<file path="src/rtl/ptt_pkg.sv">
`default_nettype none

package ptt_pkg;

   localparam logic [2:0] EV_NONE   = 3'd0;
   localparam logic [2:0] EV_SHORT  = 3'd1;
   localparam logic [2:0] EV_START  = 3'd2;
   localparam logic [2:0] EV_STOP   = 3'd3;
   localparam logic [2:0] EV_LIMIT  = 3'd4;
   localparam logic [2:0] EV_STORED = 3'd5;

   localparam logic CMD_TICK   = 1'b0;
   localparam logic CMD_SAMPLE = 1'b1;

   localparam logic LEVEL_PRESSED  = 1'b0;
   localparam logic LEVEL_RELEASED = 1'b1;

   localparam logic [1:0] CSR_DEBOUNCE   = 2'd0;
   localparam logic [1:0] CSR_LONG_PRESS = 2'd1;
   localparam logic [1:0] CSR_MAX_SAMPLE = 2'd2;

   localparam logic [9:0]  STABLE_MAX = 10'h3FF;
   localparam logic [15:0] HELD_MAX   = 16'hFFFF;

   localparam logic [9:0]  DEBOUNCE_RESET   = 10'd50;
   localparam logic [15:0] LONG_PRESS_RESET = 16'd500;
   localparam logic [20:0] MAX_SAMPLE_RESET = 21'd160000;

   localparam logic signed [15:0] SAMPLE_POS_MAX = 16'sh7FFF;
   localparam logic signed [15:0] SAMPLE_NEG_MAX = -16'sh8000;

   typedef struct packed {
      logic [9:0]  debounce_ticks;
      logic [15:0] long_press_ticks;
      logic [20:0] limit;
   } cfg_type;

   typedef struct packed {
      logic               cmd;
      logic               button_level;
      logic signed [15:0] sample_in;
   } item_type;

   typedef struct packed {
      logic        last_raw_level;
      logic [9:0]  stable_ticks;
      logic        pressed;
      logic [15:0] held_ticks;
      logic        recording;
      logic        capture_on;
      logic [20:0] sample_count;
   } state_type;

   typedef struct packed {
      logic [2:0]         event_res;
      logic signed [15:0] sample_out;
      logic [19:0]        write_index;
      logic [20:0]        samples_recorded;
   } result_type;

endpackage

`default_nettype wire

</file>
<file path="src/rtl/ptt_step.sv">
`default_nettype none

module ptt_step (
   input  var ptt_pkg::cfg_type    cfg,
   input  var ptt_pkg::state_type  cur,
   input  var ptt_pkg::item_type   item,
   output ptt_pkg::state_type      nxt,
   output ptt_pkg::result_type     res
);

   logic accepted;
   logic same_sign;

   assign same_sign = (item.sample_in[15:12] == 4'b0000) || (item.sample_in[15:12] == 4'b1111);

   always_comb begin
      nxt      = cur;
      res      = '0;
      accepted = 1'b0;
      res.event_res = ptt_pkg::EV_NONE;
      if (item.cmd == ptt_pkg::CMD_SAMPLE) begin
         if (cur.capture_on && (cur.sample_count < cfg.limit)) begin
            if (same_sign) begin
               res.sample_out = {item.sample_in[12:0], 3'b000};
            end else if (item.sample_in[15]) begin
               res.sample_out = ptt_pkg::SAMPLE_NEG_MAX;
            end else begin
               res.sample_out = ptt_pkg::SAMPLE_POS_MAX;
            end
            res.write_index  = cur.sample_count[19:0];
            nxt.sample_count = cur.sample_count + 21'd1;
            res.event_res    = ptt_pkg::EV_STORED;
         end
      end else begin
         if (cur.pressed && (cur.held_ticks != ptt_pkg::HELD_MAX)) begin
            nxt.held_ticks = cur.held_ticks + 16'd1;
         end
         if (item.button_level != cur.last_raw_level) begin
            nxt.stable_ticks = '0;
         end else if (cur.stable_ticks != ptt_pkg::STABLE_MAX) begin
            nxt.stable_ticks = cur.stable_ticks + 10'd1;
         end
         nxt.last_raw_level = item.button_level;
         accepted = (nxt.stable_ticks > cfg.debounce_ticks) ||
                    (nxt.stable_ticks == ptt_pkg::STABLE_MAX);
         if (accepted) begin
            if ((item.button_level == ptt_pkg::LEVEL_PRESSED) && !cur.pressed) begin
               nxt.pressed    = 1'b1;
               nxt.held_ticks = '0;
            end else if ((item.button_level == ptt_pkg::LEVEL_RELEASED) && cur.pressed) begin
               nxt.pressed = 1'b0;
               if (cur.recording) begin
                  nxt.recording  = 1'b0;
                  nxt.capture_on = 1'b0;
                  res.event_res  = ptt_pkg::EV_STOP;
               end else if (nxt.held_ticks < cfg.long_press_ticks) begin
                  res.event_res  = ptt_pkg::EV_SHORT;
               end
            end
         end
         if (res.event_res == ptt_pkg::EV_NONE) begin
            if (nxt.pressed && !nxt.recording && (nxt.held_ticks >= cfg.long_press_ticks)) begin
               nxt.recording    = 1'b1;
               nxt.capture_on   = 1'b1;
               nxt.sample_count = '0;
               res.event_res    = ptt_pkg::EV_START;
            end else if (nxt.recording && nxt.pressed && nxt.capture_on &&
                         (nxt.sample_count >= cfg.limit)) begin
               nxt.capture_on = 1'b0;
               res.event_res  = ptt_pkg::EV_LIMIT;
            end
         end
      end
      res.samples_recorded = nxt.sample_count;
   end

endmodule

`default_nettype wire

</file>
<file path="src/rtl/push_to_talk_capture_controller.sv">
// Push-to-talk capture controller.
// req_ carries one item per handshake: a one-millisecond tick with the raw,
// active-low button level, or a signed audio sample. rsp_ returns exactly
// one result item per request item, in order: an event code on rsp_tuser
// with the scaled sample, its buffer position and the running sample count.
// csr_ writes the debounce time, the long-press time and the sample limit;
// write it only while no item is in flight.
// An accepted item passes one input register, then the state update and result
// register, where rsp_tvalid rises; while that register is full and rsp_tready is
// low, the item waits in the input register. One item is taken every cycle while rsp_tready is high.
// When rsp_tready is low the result register holds and the input register
// takes one more item; req_tready falls only when both are full.
// Synchronous reset empties both registers, loads the register defaults
// and returns the button to released with capture off.
// The sample limit is the lesser of the written limit and BUFFER_DEPTH.
`default_nettype none

module push_to_talk_capture_controller #(
   parameter int unsigned BUFFER_DEPTH = 1048576
) (
   input  wire logic        clock,
   input  wire logic        reset,
   input  wire logic        req_tvalid,
   output logic             req_tready,
   input  wire logic [23:0] req_tdata,  // button_level, sample_in, zero pad
   input  wire logic        req_tuser,  // cmd
   output logic             rsp_tvalid,
   input  wire logic        rsp_tready,
   output logic [63:0]      rsp_tdata,  // sample_out, write_index, samples_recorded, zero pad
   output logic [2:0]       rsp_tuser,  // event_res
   input  wire logic        csr_we,
   input  wire logic [1:0]  csr_index,
   input  wire logic [20:0] csr_wdata
);

   localparam logic [24:0] DEPTH_LIMIT = 25'(BUFFER_DEPTH);

   logic [9:0]  debounce_ff;
   logic [15:0] long_press_ff;
   logic [20:0] max_samples_ff;

   logic                 in_valid_ff;
   ptt_pkg::item_type    in_item_ff;
   logic                 rsp_valid_ff;
   ptt_pkg::result_type  rsp_res_ff;
   ptt_pkg::state_type   state_ff;
   ptt_pkg::state_type   state_in;
   ptt_pkg::result_type  rsp_res_in;
   ptt_pkg::item_type    req_item;
   ptt_pkg::cfg_type     cfg;

   logic [24:0] limit_wide;
   logic        advance;

   assign limit_wide = ({4'b0, max_samples_ff} > DEPTH_LIMIT) ? DEPTH_LIMIT
                                                              : {4'b0, max_samples_ff};

   assign cfg.debounce_ticks   = debounce_ff;
   assign cfg.long_press_ticks = long_press_ff;
   assign cfg.limit            = limit_wide[20:0];

   assign req_item.cmd          = req_tuser;
   assign req_item.button_level = req_tdata[0];
   assign req_item.sample_in    = signed'(req_tdata[16:1]);

   assign advance    = in_valid_ff && (!rsp_valid_ff || rsp_tready);
   assign req_tready = !in_valid_ff || advance;

   ptt_step u_step (
      .cfg  (cfg),
      .cur  (state_ff),
      .item (in_item_ff),
      .nxt  (state_in),
      .res  (rsp_res_in)
   );

   always_ff @(posedge clock) begin
      if (reset) begin
         debounce_ff    <= ptt_pkg::DEBOUNCE_RESET;
         long_press_ff  <= ptt_pkg::LONG_PRESS_RESET;
         max_samples_ff <= ptt_pkg::MAX_SAMPLE_RESET;
      end else if (csr_we) begin
         unique case (csr_index)
            ptt_pkg::CSR_DEBOUNCE:   debounce_ff    <= csr_wdata[9:0];
            ptt_pkg::CSR_LONG_PRESS: long_press_ff  <= csr_wdata[15:0];
            ptt_pkg::CSR_MAX_SAMPLE: max_samples_ff <= csr_wdata;
            default: ;
         endcase
      end
   end

   always_ff @(posedge clock) begin
      if (reset) begin
         in_valid_ff  <= 1'b0;
         rsp_valid_ff <= 1'b0;
         state_ff     <= '{last_raw_level: ptt_pkg::LEVEL_RELEASED, default: '0};
      end else begin
         if (req_tready) begin
            in_valid_ff <= req_tvalid;
         end
         if (advance) begin
            rsp_valid_ff <= 1'b1;
            state_ff     <= state_in;
         end else if (rsp_tready) begin
            rsp_valid_ff <= 1'b0;
         end
      end
   end

   // hold payloads while stalled
   always_ff @(posedge clock) begin
      if (req_tvalid && req_tready) begin
         in_item_ff <= req_item;
      end
      if (advance) begin
         rsp_res_ff <= rsp_res_in;
      end
   end

   assign rsp_tvalid = rsp_valid_ff;
   assign rsp_tuser  = rsp_res_ff.event_res;
   assign rsp_tdata  = {7'b0, rsp_res_ff.samples_recorded, rsp_res_ff.write_index,
                        rsp_res_ff.sample_out};

   a_capture_needs_recording: assert property (@(posedge clock) disable iff (reset)
      state_ff.capture_on |-> state_ff.recording)
      else $error("capture on without recording");

   a_recording_needs_press: assert property (@(posedge clock) disable iff (reset)
      state_ff.recording |-> state_ff.pressed)
      else $error("recording without a debounced press");

   a_stall_only_when_full: assert property (@(posedge clock) disable iff (reset)
      !req_tready |-> (in_valid_ff && rsp_valid_ff && !rsp_tready))
      else $error("request stalled with free space");

   a_stored_index: assert property (@(posedge clock) disable iff (reset)
      (rsp_valid_ff && (rsp_res_ff.event_res == ptt_pkg::EV_STORED)) |->
      ((rsp_res_ff.write_index + 20'd1) == rsp_res_ff.samples_recorded[19:0]))
      else $error("write index does not match sample count");

endmodule

`default_nettype wire

</file>
<file path="config.mk">
export PLATFORM = sky130hd
export DESIGN_NAME = push_to_talk_capture_controller
export DESIGN_NICKNAME = d
export VERILOG_FILES = /design/src/rtl/ptt_pkg.sv /design/src/rtl/ptt_step.sv /design/src/rtl/push_to_talk_capture_controller.sv
export SDC_FILE = /design/constraint.sdc
export NUM_CORES = 1
export LEC_CHECK = 0
export BUFFER_PORTS_ARGS = -buffer_cell sky130_fd_sc_hd__buf_2
export CAP_MARGIN = 20
export CORE_AREA = 2 2 130 132
export DETAILED_ROUTE_END_ITERATION = 10
export DIE_AREA = 0 0 132 134
export PLACE_DENSITY = 0.91
export SKIP_LAST_GASP = 1
export SYNTH_ARGS = -nofsm -noshare
export SYNTH_HDL_FRONTEND = slang
export SYNTH_HIERARCHICAL = 1
export SYNTH_SLANG_ARGS = --single-unit
</file>
<file path="constraint.sdc">
create_clock -name clock -period 7.7 [get_ports clock]
set_input_delay 1.155 -clock clock [delete_from_list [all_inputs] [get_ports clock]]
set_output_delay 1.155 -clock clock [all_outputs]
set_load 0.005 [all_outputs]
</file>
# Word level (Yosys, flattened, before mapping)

Index checks and enable logic that the tools add are counted.

Add/subtract/negate cells: 3
Order comparisons: 6
Eq/ne operators: 7
Multiplexer cells: 36
Bitwise operators: 3
Reductions and logical operators: 29

Operators with widths:

| operator                | count |
|---|---|
| $mux W21                | 4 |
| $mux W16                | 5 |
| $mux W39                | 1 |
| $mux W19                | 2 |
| $mux W10                | 3 |
| $mux W3                 | 9 |
| $mux W23                | 1 |
| $add A21 B1 Y21 const B | 1 |
| $ge A21 B21 Y1          | 1 |
| $gt A21 B21 Y1 const B  | 1 |
| $lt A21 B21 Y1          | 1 |
| $add A16 B1 Y16 const B | 1 |
| $ge A16 B16 Y1          | 1 |
| $lt A16 B16 Y1          | 1 |
| $ne A16 B16 Y1 const B  | 1 |
| $logic_and A1 B1 Y1     | 11 |
| $add A10 B1 Y10 const B | 1 |
| $eq A10 B10 Y1 const B  | 1 |
| $gt A10 B10 Y1          | 1 |
| $ne A10 B10 Y1 const B  | 1 |
| $reduce_and A2 Y1       | 5 |
| $mux W1                 | 9 |
| $eq A4 B4 Y1 const B    | 1 |
| $logic_not A1 Y1        | 4 |
| 11 further kinds        | 17 |

Bits in registers: 178
Bits of input ports: 53
Output and inout port bits: 69
Logic and storage cells: 104

# Longest topological paths before layout

Gate-level depths: netlist of the first run.

Depth after elaboration: 15
Depth in mapped cells: 26
Mapped depth without buffers: 24

# By module

Netlist of the first run, hierarchy kept.

Modules (own cells, without submodules):

| module                          | times used | cells each | area an instance (um^2) | seq. area each (um^2) |
|---|---|---|---|---|
| push_to_talk_capture_controller | 1          | 559        | 6,287.3                 | 4,344.2 |
| ptt_step                        | 1          | 599        | 4,003.8                 | 0.0 |

# Worst setup path after synthesis of the first run

No wires, ideal clock.

Path type: register to register
Start: register state_ff[40] (netlist bit)
End: register rsp_res_ff (netlist bit rsp_tdata[53]), data pin
Library setup time: 251 ps
Arrival: 4,546 ps
Data required time: 7,449 ps
Setup slack: 2,903 ps
Stages on the path, launching flop included: 24
Path buffers: 3
Clock period less this slack: 4,797 ps
Path through: dfxtp_1 -> ha_1 -> nand3_4 -> o2111ai_1 -> xor2_1 -> nor2_1 -> ha_1 -> o21a_1 -> o211ai_1 -> a31oi_1 -> a21oi_2 -> nor2_4 -> buf_2 -> nor2_1 -> ha_1 -> a21o_1 -> a31oi_1 -> o21ai_0 -> o221ai_1 -> a211o_1 -> a211oi_2 -> buf_2 -> o21ai_0 -> buf_4

RTL lines:

| item                     | line                                   | text |
|---|---|---|
| start: declaration       | push_to_talk_capture_controller.sv:46  | `ptt_pkg::state_type state_ff;` |
| start signal: assignment | push_to_talk_capture_controller.sv:103 | `state_ff <= state_in;` |
| end signal: assignment   | push_to_talk_capture_controller.sv:116 | `rsp_res_ff <= rsp_res_in;` |
| end: declaration         | push_to_talk_capture_controller.sv:45  | `ptt_pkg::result_type rsp_res_ff;` |

==> results, run 1 <==
- The worst setup slack after placement is roughly 1.9 ns.
- The average detailed-routed wire length per instance is ~17 um.
- After detailed routing, the number of vias per cell comes to 6.15.
- At the later pin of the worst-skew pair, clock insertion delay measures around 0.44 ns.
- The overall power consumption is about 2000 uW.
- The number of gates resized after cts is 0.
- The clock tree from TritonCTS is done.
- The fraction of the yosys area taken by sequential cells is 0.422.
- The instance count after placement with tap cells included is approximately 1400.
- The number of buffer and inverter instances along the worst setup path is 1.
- CTS saw approximately 180 sinks.
- The maximum achievable frequency is approximately 0.16 GHz.
- Counting instances, the worst hold path has a depth of 2.
- The wire-length estimate of the detail-placed layout is between 15000 and 20000 um.
- The analysis attributes to cell leakage a power of roughly 0.0047 uW.
- In this run the cell area of the synthesized design comes to a little over 10000 sq um.
- The number of hold buffers added after CTS was 0.
- Power spread over the standard cell area amounts to between 150 and 200 nW/um^2.
- The register-to-register setup slack is 1.45 ns.
- The floorplan die area is between 15000 and 20000 sq um.
- The number of antenna cells inserted is 0.
- The stage delay of the slowest cell on the critical path is approximately 0.74 ns.
- The critical path goes through ha_1, nand3_4, nor2_1, nand3_1, nor3b_1, nor3_1, ha_1, nand4_1, o32ai_1, a31oi_1, a21oi_2, nor2_4, nor2_1, ha_1, a21o_1, nand3_1, a21oi_1, a211oi_1, a211o_1, a211oi_2, buf_4, o21ai_0, nand3_1, a21oi_1.
- The number of flip-flops and latches in the synthesized netlist is around 180.
- The slew at the pin closest to its max-slew limit is between 1 and 1.5 ns.
- Clock skew on the completed layout was measured at between 0.01 and 0.015 ns.
- The count of port buffers added during placement is 107.
- The startpoint identified for the worst register-to-register timing path is state_ff[40]$_SDFFE_PP0P_.
- The worst hold path class is reg2reg.
- The type of element launching the critical path is a flip-flop.
- The first global-routing pass estimated ~39000 um of wire.
- In the routed design, unresolved DRC markers number 0.
- In the global route stage, overall resource usage came out at 0.276.
- The routed layout has 8788 vias.
- Once the clock tree was built, the setup fixing pass inserted 0 buffers.
- In this run the vertical extent of the chip is between 100 and 150 um.
- Entering global routing, the biggest net connects between 100 and 150 pins.
- The biggest area contributor in the post-synthesis netlist is edfxtp_1.
- The element type at the critical path end is a flip-flop.
- The most common cell after layout, fill and taps aside is nand2_1.
- The total overflow left after global routing is 0.
- The critical path runs through a total of 24 cells.
- The worst supply voltage drop on vdd is approximately 0.16 mV.
- After floorplanning, the core was divided into 47 placement rows.
- The number of global-route vias before repair is roughly 8000.
- The pre-antenna-repair detailed-routing pass consisted of 7 iterations.
- Counting every instance in the synthesized netlist gives about 1200.
- The initial core utilization is 0.632.
- Data on the critical path is required at its endpoint by about 8.1 ns.
- The start point of the critical path is state_ff[40]$_SDFFE_PP0P_.
- The H-tree was split into 4 levels.
- The number of pins with negative max-slew slack in the final report is 0.
- The total CTS buffers is 17.
- Data arrives at the worst endpoint at around 6.6 ns.
- The worst max-slew margin expressed relative to the limit is 0.272.
- The tree is rooted in a clkbuf_16.
- The flow ran to the end, and the final reports show no timing, DRC or antenna violations.
- The portion of synthesized cell area occupied by the leading cell type is 0.228.
- In this run the critical register-to-register path is captured at state_ff[16]$_SDFFE_PP0P_.
- The longest clock path from root to sink contains 2 buffers.
- The final-stage net count is roughly 1300.
- The core footprint is between 15000 and 20000 sq um.
- In the synthesized netlist the dominant register cell turns out to be dfxtp_1.
- The number of cell instances on the worst register-to-register path is 24.
- The final non-filler cell total is about 1400.
- The largest individual stage delay along the critical path comes from the cell a21oi_2.
- For this block, the routed nets add up to roughly 25000 um of wire.
- The die is around 130 um wide.
- Clock-pin slew was measured on the worst setup and hold paths at about 0.070 ns.
- The family of cells with the greatest summed delay on the critical path is compound AO/OA/AOI/OAI gates.
- The worst setup path is of the reg2reg kind.
- Across the run, the number of max-cap violations was 0.
- The final worst-path cycle share is 0.812.
- The final estimated routing congestion in global placement is 0.949.
- From synthesis to final layout, the design area changed by 9.06%.
- Counting flops with an async set or reset pin after synthesis yields a share of 0.
- The clock period could shrink to between 6 and 7 ns.
- The count of nets left with antenna violations once routing finished came out at 0.
- The setup TNS is 0 ns.
- The count of unique library cells instantiated by Yosys is 75.
- In this run the count of I/O pins placed on the die edge is around 120.
- The hold violation count in the final report is 0.
- The number of antenna violations at the first check in global routing is 0.
- The DRC marker count from the first detailed-route iteration is around 1000.
- Of all nets on the critical path, the largest fanout is 23.
- The critical path endpoint is state_ff[16]$_SDFFE_PP0P_.
- The layout has approximately 1300 filler cells.
- Yosys attributes the largest share of cell area to edfxtp_1, dfxtp_1, ha_1.
- Setup repair after global routing left no endpoint under its margin.
- The setup violation total in the final timing report is 0.
- Leaving out fill and tap cells, the most frequent cells in the layout are nand2_1, buf_2, a21oi_1, dfxtp_1, o21ai_0.
- During synthesis, Yosys emitted a total of 6 warnings.
- The average instance in the mapped netlist occupies a little under 9 sq um.
- The number of flops mapped to enable cells by yosys is 78.
- Setup slack on the critical path of the routed design comes to between 1 and 1.5 ns.
- Of the cells placed in the final design, the portion with a size suffix greater than 1 is 0.152.
[registers in the layout, summed over array words and instances, names as in the netlist]
name,flops
rsp_tdata,57
state_ff,51
max_samples_ff,21
in_item_ff,18
long_press_ff,16
debounce_ff,10
rsp_tuser,3
in_valid_ff,1
rsp_tvalid,1
[cells in the mapped netlist (all sizes together), types with 2 or more instances]
master,count
a211o,7
a211oi,8
a21boi,2
a21o,29
a21oi,107
a31oi,6
and2,26
and3,6
and3b,2
and4,4
buf,65
clkbuf,37
dfxtp,100
edfxtp,78
ha,66
inv,66
mux2,7
mux2i,2
nand2,154
nand2b,7
nand3,74
nand3b,17
nand4,19
nand4b,3
nor2,29
nor2b,24
nor3,7
nor3b,2
nor4,5
o211ai,9
o21a,9
o21ai,93
o221ai,2
o22ai,2
o31ai,24
o41ai,4
or2,2
or3,8
or4,12
or4b,3
xnor2,13
xor2,7
[area by class of cell]
type	count	area, sq um	share of cell area
repair buffers	116	616	0.0548
clock buffers	17	425	0.0379
inverters	67	251	0.0224
clock inverters	15	158	0.0140
multi-input cells	817	5150	0.459
well taps	220	275	0.0245
flip-flops and latches	178	4340	0.387
[metal layers]
metal | wire length, um | part of all wire | vias up | track usage
met5 | 0 | 0 | - | 0
met4 | 879 | 0.036 | 0 | 0.127
met3 | 1680 | 0.068 | 79 | 0.0499
met2 | 12200 | 0.50 | 404 | 0.477
met1 | 9840 | 0.40 | 4116 | 0.338
li1 | - | - | 4189 | -
[worst min-delay path: stages, from the launching register on]
cell and delay (ns):
dfxtp_1 0.31, nand2_1 0.05, a21oi_1 0.05
[where the power goes]
part | internal, uW | total [uW] | switching, uW
clock | 435 | 849 | 413
sequential | 1010 | 1020 | 12.5
combinational | 42.8 | 134 | 91.6
total | 1490 | 2000 | 517
[how the worst min path moves through the flow]
stage                                          startpoint                               to  slack, ns
after floorplan           max_samples_ff[12]$_SDFFE_PP1P_  max_samples_ff[12]$_SDFFE_PP1P_       0.43
after global placement     max_samples_ff[1]$_SDFFE_PP0P_   max_samples_ff[1]$_SDFFE_PP0P_       0.44
after detailed placement   max_samples_ff[9]$_SDFFE_PP0P_   max_samples_ff[9]$_SDFFE_PP0P_       0.44
after CTS                  max_samples_ff[9]$_SDFFE_PP0P_   max_samples_ff[9]$_SDFFE_PP0P_       0.45
after global routing      max_samples_ff[16]$_SDFFE_PP0P_  max_samples_ff[16]$_SDFFE_PP0P_       0.47
final                     max_samples_ff[10]$_SDFFE_PP0P_  max_samples_ff[10]$_SDFFE_PP0P_       0.45
[metrics by stage]
| step | utilization | hold slack, ns | area (sq um) |
|---|---|---|---|
| after floorplan | - | 0.429 | 10300 |
| after global placement | 0.652 | 0.440 | 10600 |
| after detailed placement | 0.652 | 0.443 | 10600 |
| after CTS | 0.688 | 0.453 | 11200 |
| after global routing | 0.689 | 0.471 | 11200 |
| final | 0.689 | 0.453 | 11200 |
[kinds of logic (layout without fill, tap and decap cells)]
family	count (synthesis)	after routing	synth area share
xor+xnor	20	20	0.0170
buf+inv	169	215	0.0805
flops	178	178	0.422
mux	9	9	0.00961
fa+ha+maj	66	66	0.0802
compound gates	310	310	0.183
other cells	1	7	0.000364
simple gates	405	405	0.207
No activity file was read; power rests on OpenSTA's default activity.
==> inputs of run 2 (changes only) <==
--- a/config.mk
+++ b/config.mk
@@ -5,12 +5,13 @@
 export SDC_FILE = /design/constraint.sdc
 export NUM_CORES = 1
 export LEC_CHECK = 0
+export ABC_AREA = 1
 export BUFFER_PORTS_ARGS = -buffer_cell sky130_fd_sc_hd__buf_2
 export CAP_MARGIN = 20
-export CORE_AREA = 2 2 130 132
+export CORE_AREA = 2 2 144 146
 export DETAILED_ROUTE_END_ITERATION = 10
-export DIE_AREA = 0 0 132 134
-export PLACE_DENSITY = 0.91
+export DIE_AREA = 0 0 146 148
+export PLACE_DENSITY = 0.82
 export SKIP_LAST_GASP = 1
 export SYNTH_ARGS = -nofsm -noshare
 export SYNTH_HDL_FRONTEND = slang
==> constraint.sdc (replaced) <==
create_clock -name clock -period 5.21 [get_ports clock]
set_input_delay 0.7815 -clock clock [delete_from_list [all_inputs] [get_ports clock]]
set_output_delay 0.7815 -clock clock [all_outputs]
set_load 0.005 [all_outputs]
==> results, run 2 <==
- The leakage power was 0.00513 uW (+10%).
- The worst max-slew margin expressed relative to the limit is 0.342 (+0.0695).
- The setup skew after layout is 0.0113 ns (-0.000131 ns).
- The register cell area after layout was 4340 sq um (unchanged).
- The endpoint required time on the critical path was 5.53 ns (-2.53 ns).
- The residual overflow from global routing was 0 (unchanged).
- The maximum fanout encountered on the critical timing path was 16 (-30%).
- The post-synthesis area per instance is 7.74 sq um (-13%).
- The register-to-register setup slack is 0.55 ns (-0.90 ns).
- The final worst-path cycle share is 0.894 (+0.0821).
- The portion of synthesized cell area occupied by the leading cell type is 0.219 (-0.00819).
- The initial core utilization is 0.533 (-0.0991).
- Sorting the synthesized cells by area gives the leading types as edfxtp_1, dfxtp_1, nand2_1.
- By instance count, the leading cell after synthesis is nand2_1.
- met2 is the most crowded layer.
- The floorplan die area is 21600 sq um (+22%).
- The placement row count came to 52 (+11%).
- The count of port buffers added during placement came to 107 (unchanged).
- The final-stage net count came to 1557 (+18%).
- The met1 demand-to-capacity share in global routing came to 0.275 (-0.0632).
- The core footprint was 20000 sq um (+23%).
- The met3 routing resource usage after global routing is 0.0370 (-0.0128).
- The total CTS buffers is 17 (unchanged).
- The number of antenna cells inserted is 0 (unchanged).
- The first-pass GRT wire length is 40800 um (+3.8%).
- The post-CTS clock slew at the launch and capture registers of the worst setup and hold paths is 0.07 ns (about the same).
- The buffer type at the clock tree root is clkbuf_16.
- The cell that appears most often on the critical path is nand2_1.
- The internal power summed over all cells is 2420 uW (+63%).
- The number of pins with negative max-slew slack in the final report is 0 (unchanged).
- The element type at the critical path end is a flip-flop.
- The share of total power in combinational logic is 0.159 (+0.092).
- The worst setup path is launched from a flip-flop.
- The setup TNS was 0 ns (unchanged).
- The aggregate routed wire length is 25200 um (+2.3%).
- The top cell types in the final layout, fill and taps aside, are nand2_1, nor2_1, inv_1, buf_2, dfxtp_1.
- The type of the worst setup path is reg2reg.
- The number of flip-flops and latches in the synthesized netlist is 178 (unchanged).
- The count of unique library cells instantiated by Yosys was 49 (-35%).
- The fraction of the yosys area taken by sequential cells is 0.407 (-0.0152).
- The minimum hold slack is 0.463 ns (+0.0100 ns).
- The power dissipated by switching net loads is 1020 uW (+96%).
- In the synthesized netlist the dominant register cell turns out to be dfxtp_1.
- The worst hold path class is reg2reg.
- The number of global-route vias before repair is 8601 (+7.9%).
- The boundary pin count was 122 (unchanged).
- The standard cell with the maximum stage delay on the critical path is dfxtp_1.
- The maximum achievable frequency came to 0.215 GHz (+34%).
- The average detailed-routed wire length per instance is 14.6 um (-15%).
- The worst supply voltage drop on vdd is 0.201 mV (+22%).
- The fraction of registers with async set/reset was 0 (unchanged).
- The number of violations of the max-capacitance limit is 0 (unchanged).
- Setup repair after global routing left no endpoint under its margin.
- TritonCTS built the clock tree.
- The stage delay of the slowest cell on the critical path came to 0.41 ns (-0.33 ns).
- The switching share of power came to 0.296 (+0.0378).
- The layout filler cell count is 1795 (+43%).
- Counting instances in the post-synthesis netlist gives the leading cell types as nand2_1, nor2_1, inv_1.
- The iteration count of the initial detailed-routing pass was 5 (-2).
- The HPWL after detailed placement is 17700 um (+7.8%).
- The area growth from synthesis to layout is 9.84%.
- The met2 capacity usage during global routing was 0.418 (-0.0586).
- The hold buffer count at cts came to 0 (unchanged).
- The fraction of layout instances using a drive strength above 1 is 0.161 (+0.00920).
- The width of the chip is 146 um (+11%).
- The power density over cell area came to 293 nW/um^2 (+64%).
- The sequential cell fraction of total power came to 0.468 (-0.042).
- The number of flops mapped to enable cells by yosys is 78 (unchanged).
- The combined global-route utilization of all metal layers was 0.232 (-0.0438).
- The final estimated routing congestion in global placement is 0.916 (-3.5%).
- The hold violation count in the final report is 0 (unchanged).
- The setup violation total in the final timing report is 0 (unchanged).
- The number of antenna violations at the first check in global routing is 0 (unchanged).
- The time the worst path needs with I/O delays and setup is 4.66 ns (-1.59 ns).
- The number of synthesis warnings is 6 (unchanged).
- The number of instances in the synthesized netlist came to 1379 (+19%).
- The DRC marker count from the first detailed-route iteration came to 756 (-28%).
- The number of routed nets with antenna violations is 0 (unchanged).
- The arrival time of data at the critical path endpoint is 4.98 ns (-1.63 ns).
- The run finished with clean final reports.
- The buffer levels on the longest clock path is 2 (unchanged).
- Leaving out fill and tap cells, the most frequent cell in the layout is nand2_1.
- The slew at the pin closest to its max-slew limit came to 0.987 ns (-0.104 ns).
- The sink count of the clock tree is 178 (unchanged).
- The cell area after technology mapping is 10700 sq um (+3.7%).
- The worst-skew pair later-pin latency is 0.43 ns (about the same).
- The largest net degree at the start of global routing is 87 (-14%).
- The vias per cell was 5.32 (-13%).
- The number of design rule violations left after detail routing came to 0 (unchanged).
- The fraction of power consumed by the clock network came to 0.373 (-0.050).
- The combined area of the multi-input logic cells was 5180 sq um (+0.49%).
- The flip-flop count of the largest register after layout is 57 (unchanged).
- The largest total area in the synthesized netlist belongs to edfxtp_1.
- The vias after detailed routing was 9153 (+4.2%).
- The floorplan die height came to 148 um (+10%).
- The deepest level of the CTS H-tree is 4 (unchanged).
==> run 2: metrics by stage <==
step	utilization	setup WS [ns]	instance area, sq um	power (uW)	instances
6_report	0.585	0.553	11700	3430	1721
5_1_grt	0.585	0.0827	11700	3580	1721
4_1_cts	0.583	0.413	11700	3440	1718
3_5_place_dp	0.554	0.443	11100	2160	1686
3_3_place_gp	0.554	0.484	11100	2140	1686
2_1_floorplan	-	1.09	10700	2030	1385
==> run 2: power groups by stage <==
stage / sequential [uW] / clock (uW) / combinational [uW]
2_1_floorplan: 1620 / 0 / 413
3_3_place_gp: 1630 / 0 / 510
3_5_place_dp: 1640 / 0 / 527
4_1_cts: 1610 / 1300 / 534
5_1_grt: 1620 / 1350 / 617
6_report: 1610 / 1280 / 544
==> run 2: repair_timing <==
action,4_1_cts,5_1_grt
gates resized for setup,0,4
endpoints found under the setup margin,0,14
setup buffers,0,2
==> run 2: path summary, 6_finish.rpt <==
path | startpoint | end | cells after the start
max | state_ff[40]$_SDFFE_PP0P_ | state_ff[13]$_SDFFE_PP0P_ | 31
min | debounce_ff[1]$_SDFFE_PP1P_ | debounce_ff[1]$_SDFFE_PP1P_ | 2
max reg2reg | state_ff[40]$_SDFFE_PP0P_ | state_ff[13]$_SDFFE_PP0P_ | 31
min reg2reg | debounce_ff[1]$_SDFFE_PP1P_ | debounce_ff[1]$_SDFFE_PP1P_ | 2
==> run 2: area by class of cell <==
| class | instances | area share |
|---|---|---|
| Sequential cell | 178 | 0.370 |
| Timing Repair Buffer | 120 | 0.0551 |
| Clock inverter | 15 | 0.0137 |
| Multi-Input combinational cell | 954 | 0.442 |
| Inverter | 167 | 0.0541 |
| Clock buffer | 17 | 0.0363 |
| Tap cell | 270 | 0.0288 |
==> run 2: per-layer routing <==
layer,vias to the layer above,share of wire,wire length [um]
met5,-,0,0
met4,0,0.036,913
met3,66,0.050,1270
met2,305,0.50,12600
met1,4184,0.41,10400
li1,4598,-,-
==> run 2: kinds of logic after synthesis <==
group,after synthesis,synth area share
buffers and inverters,253,0.111
adders and majority gates,66,0.0774
other,1,0.000351
xor gates and xnor gates,30,0.0246
and+or+nand+nor,610,0.248
DFF,178,0.407
AOI/OAI and AO/OA,241,0.132
==> run 2: critical path, delay by kind of cell, from the launching register on <==
family / cells / cell delay, ns
adder cells (fa/ha/maj): 3 / 0.71
AND/OR/NAND/NOR: 20 / 2.24
flip-flops: 1 / 0.41
buffers and inverters: 3 / 0.44
AO/OA/AOI/OAI: 5 / 0.75
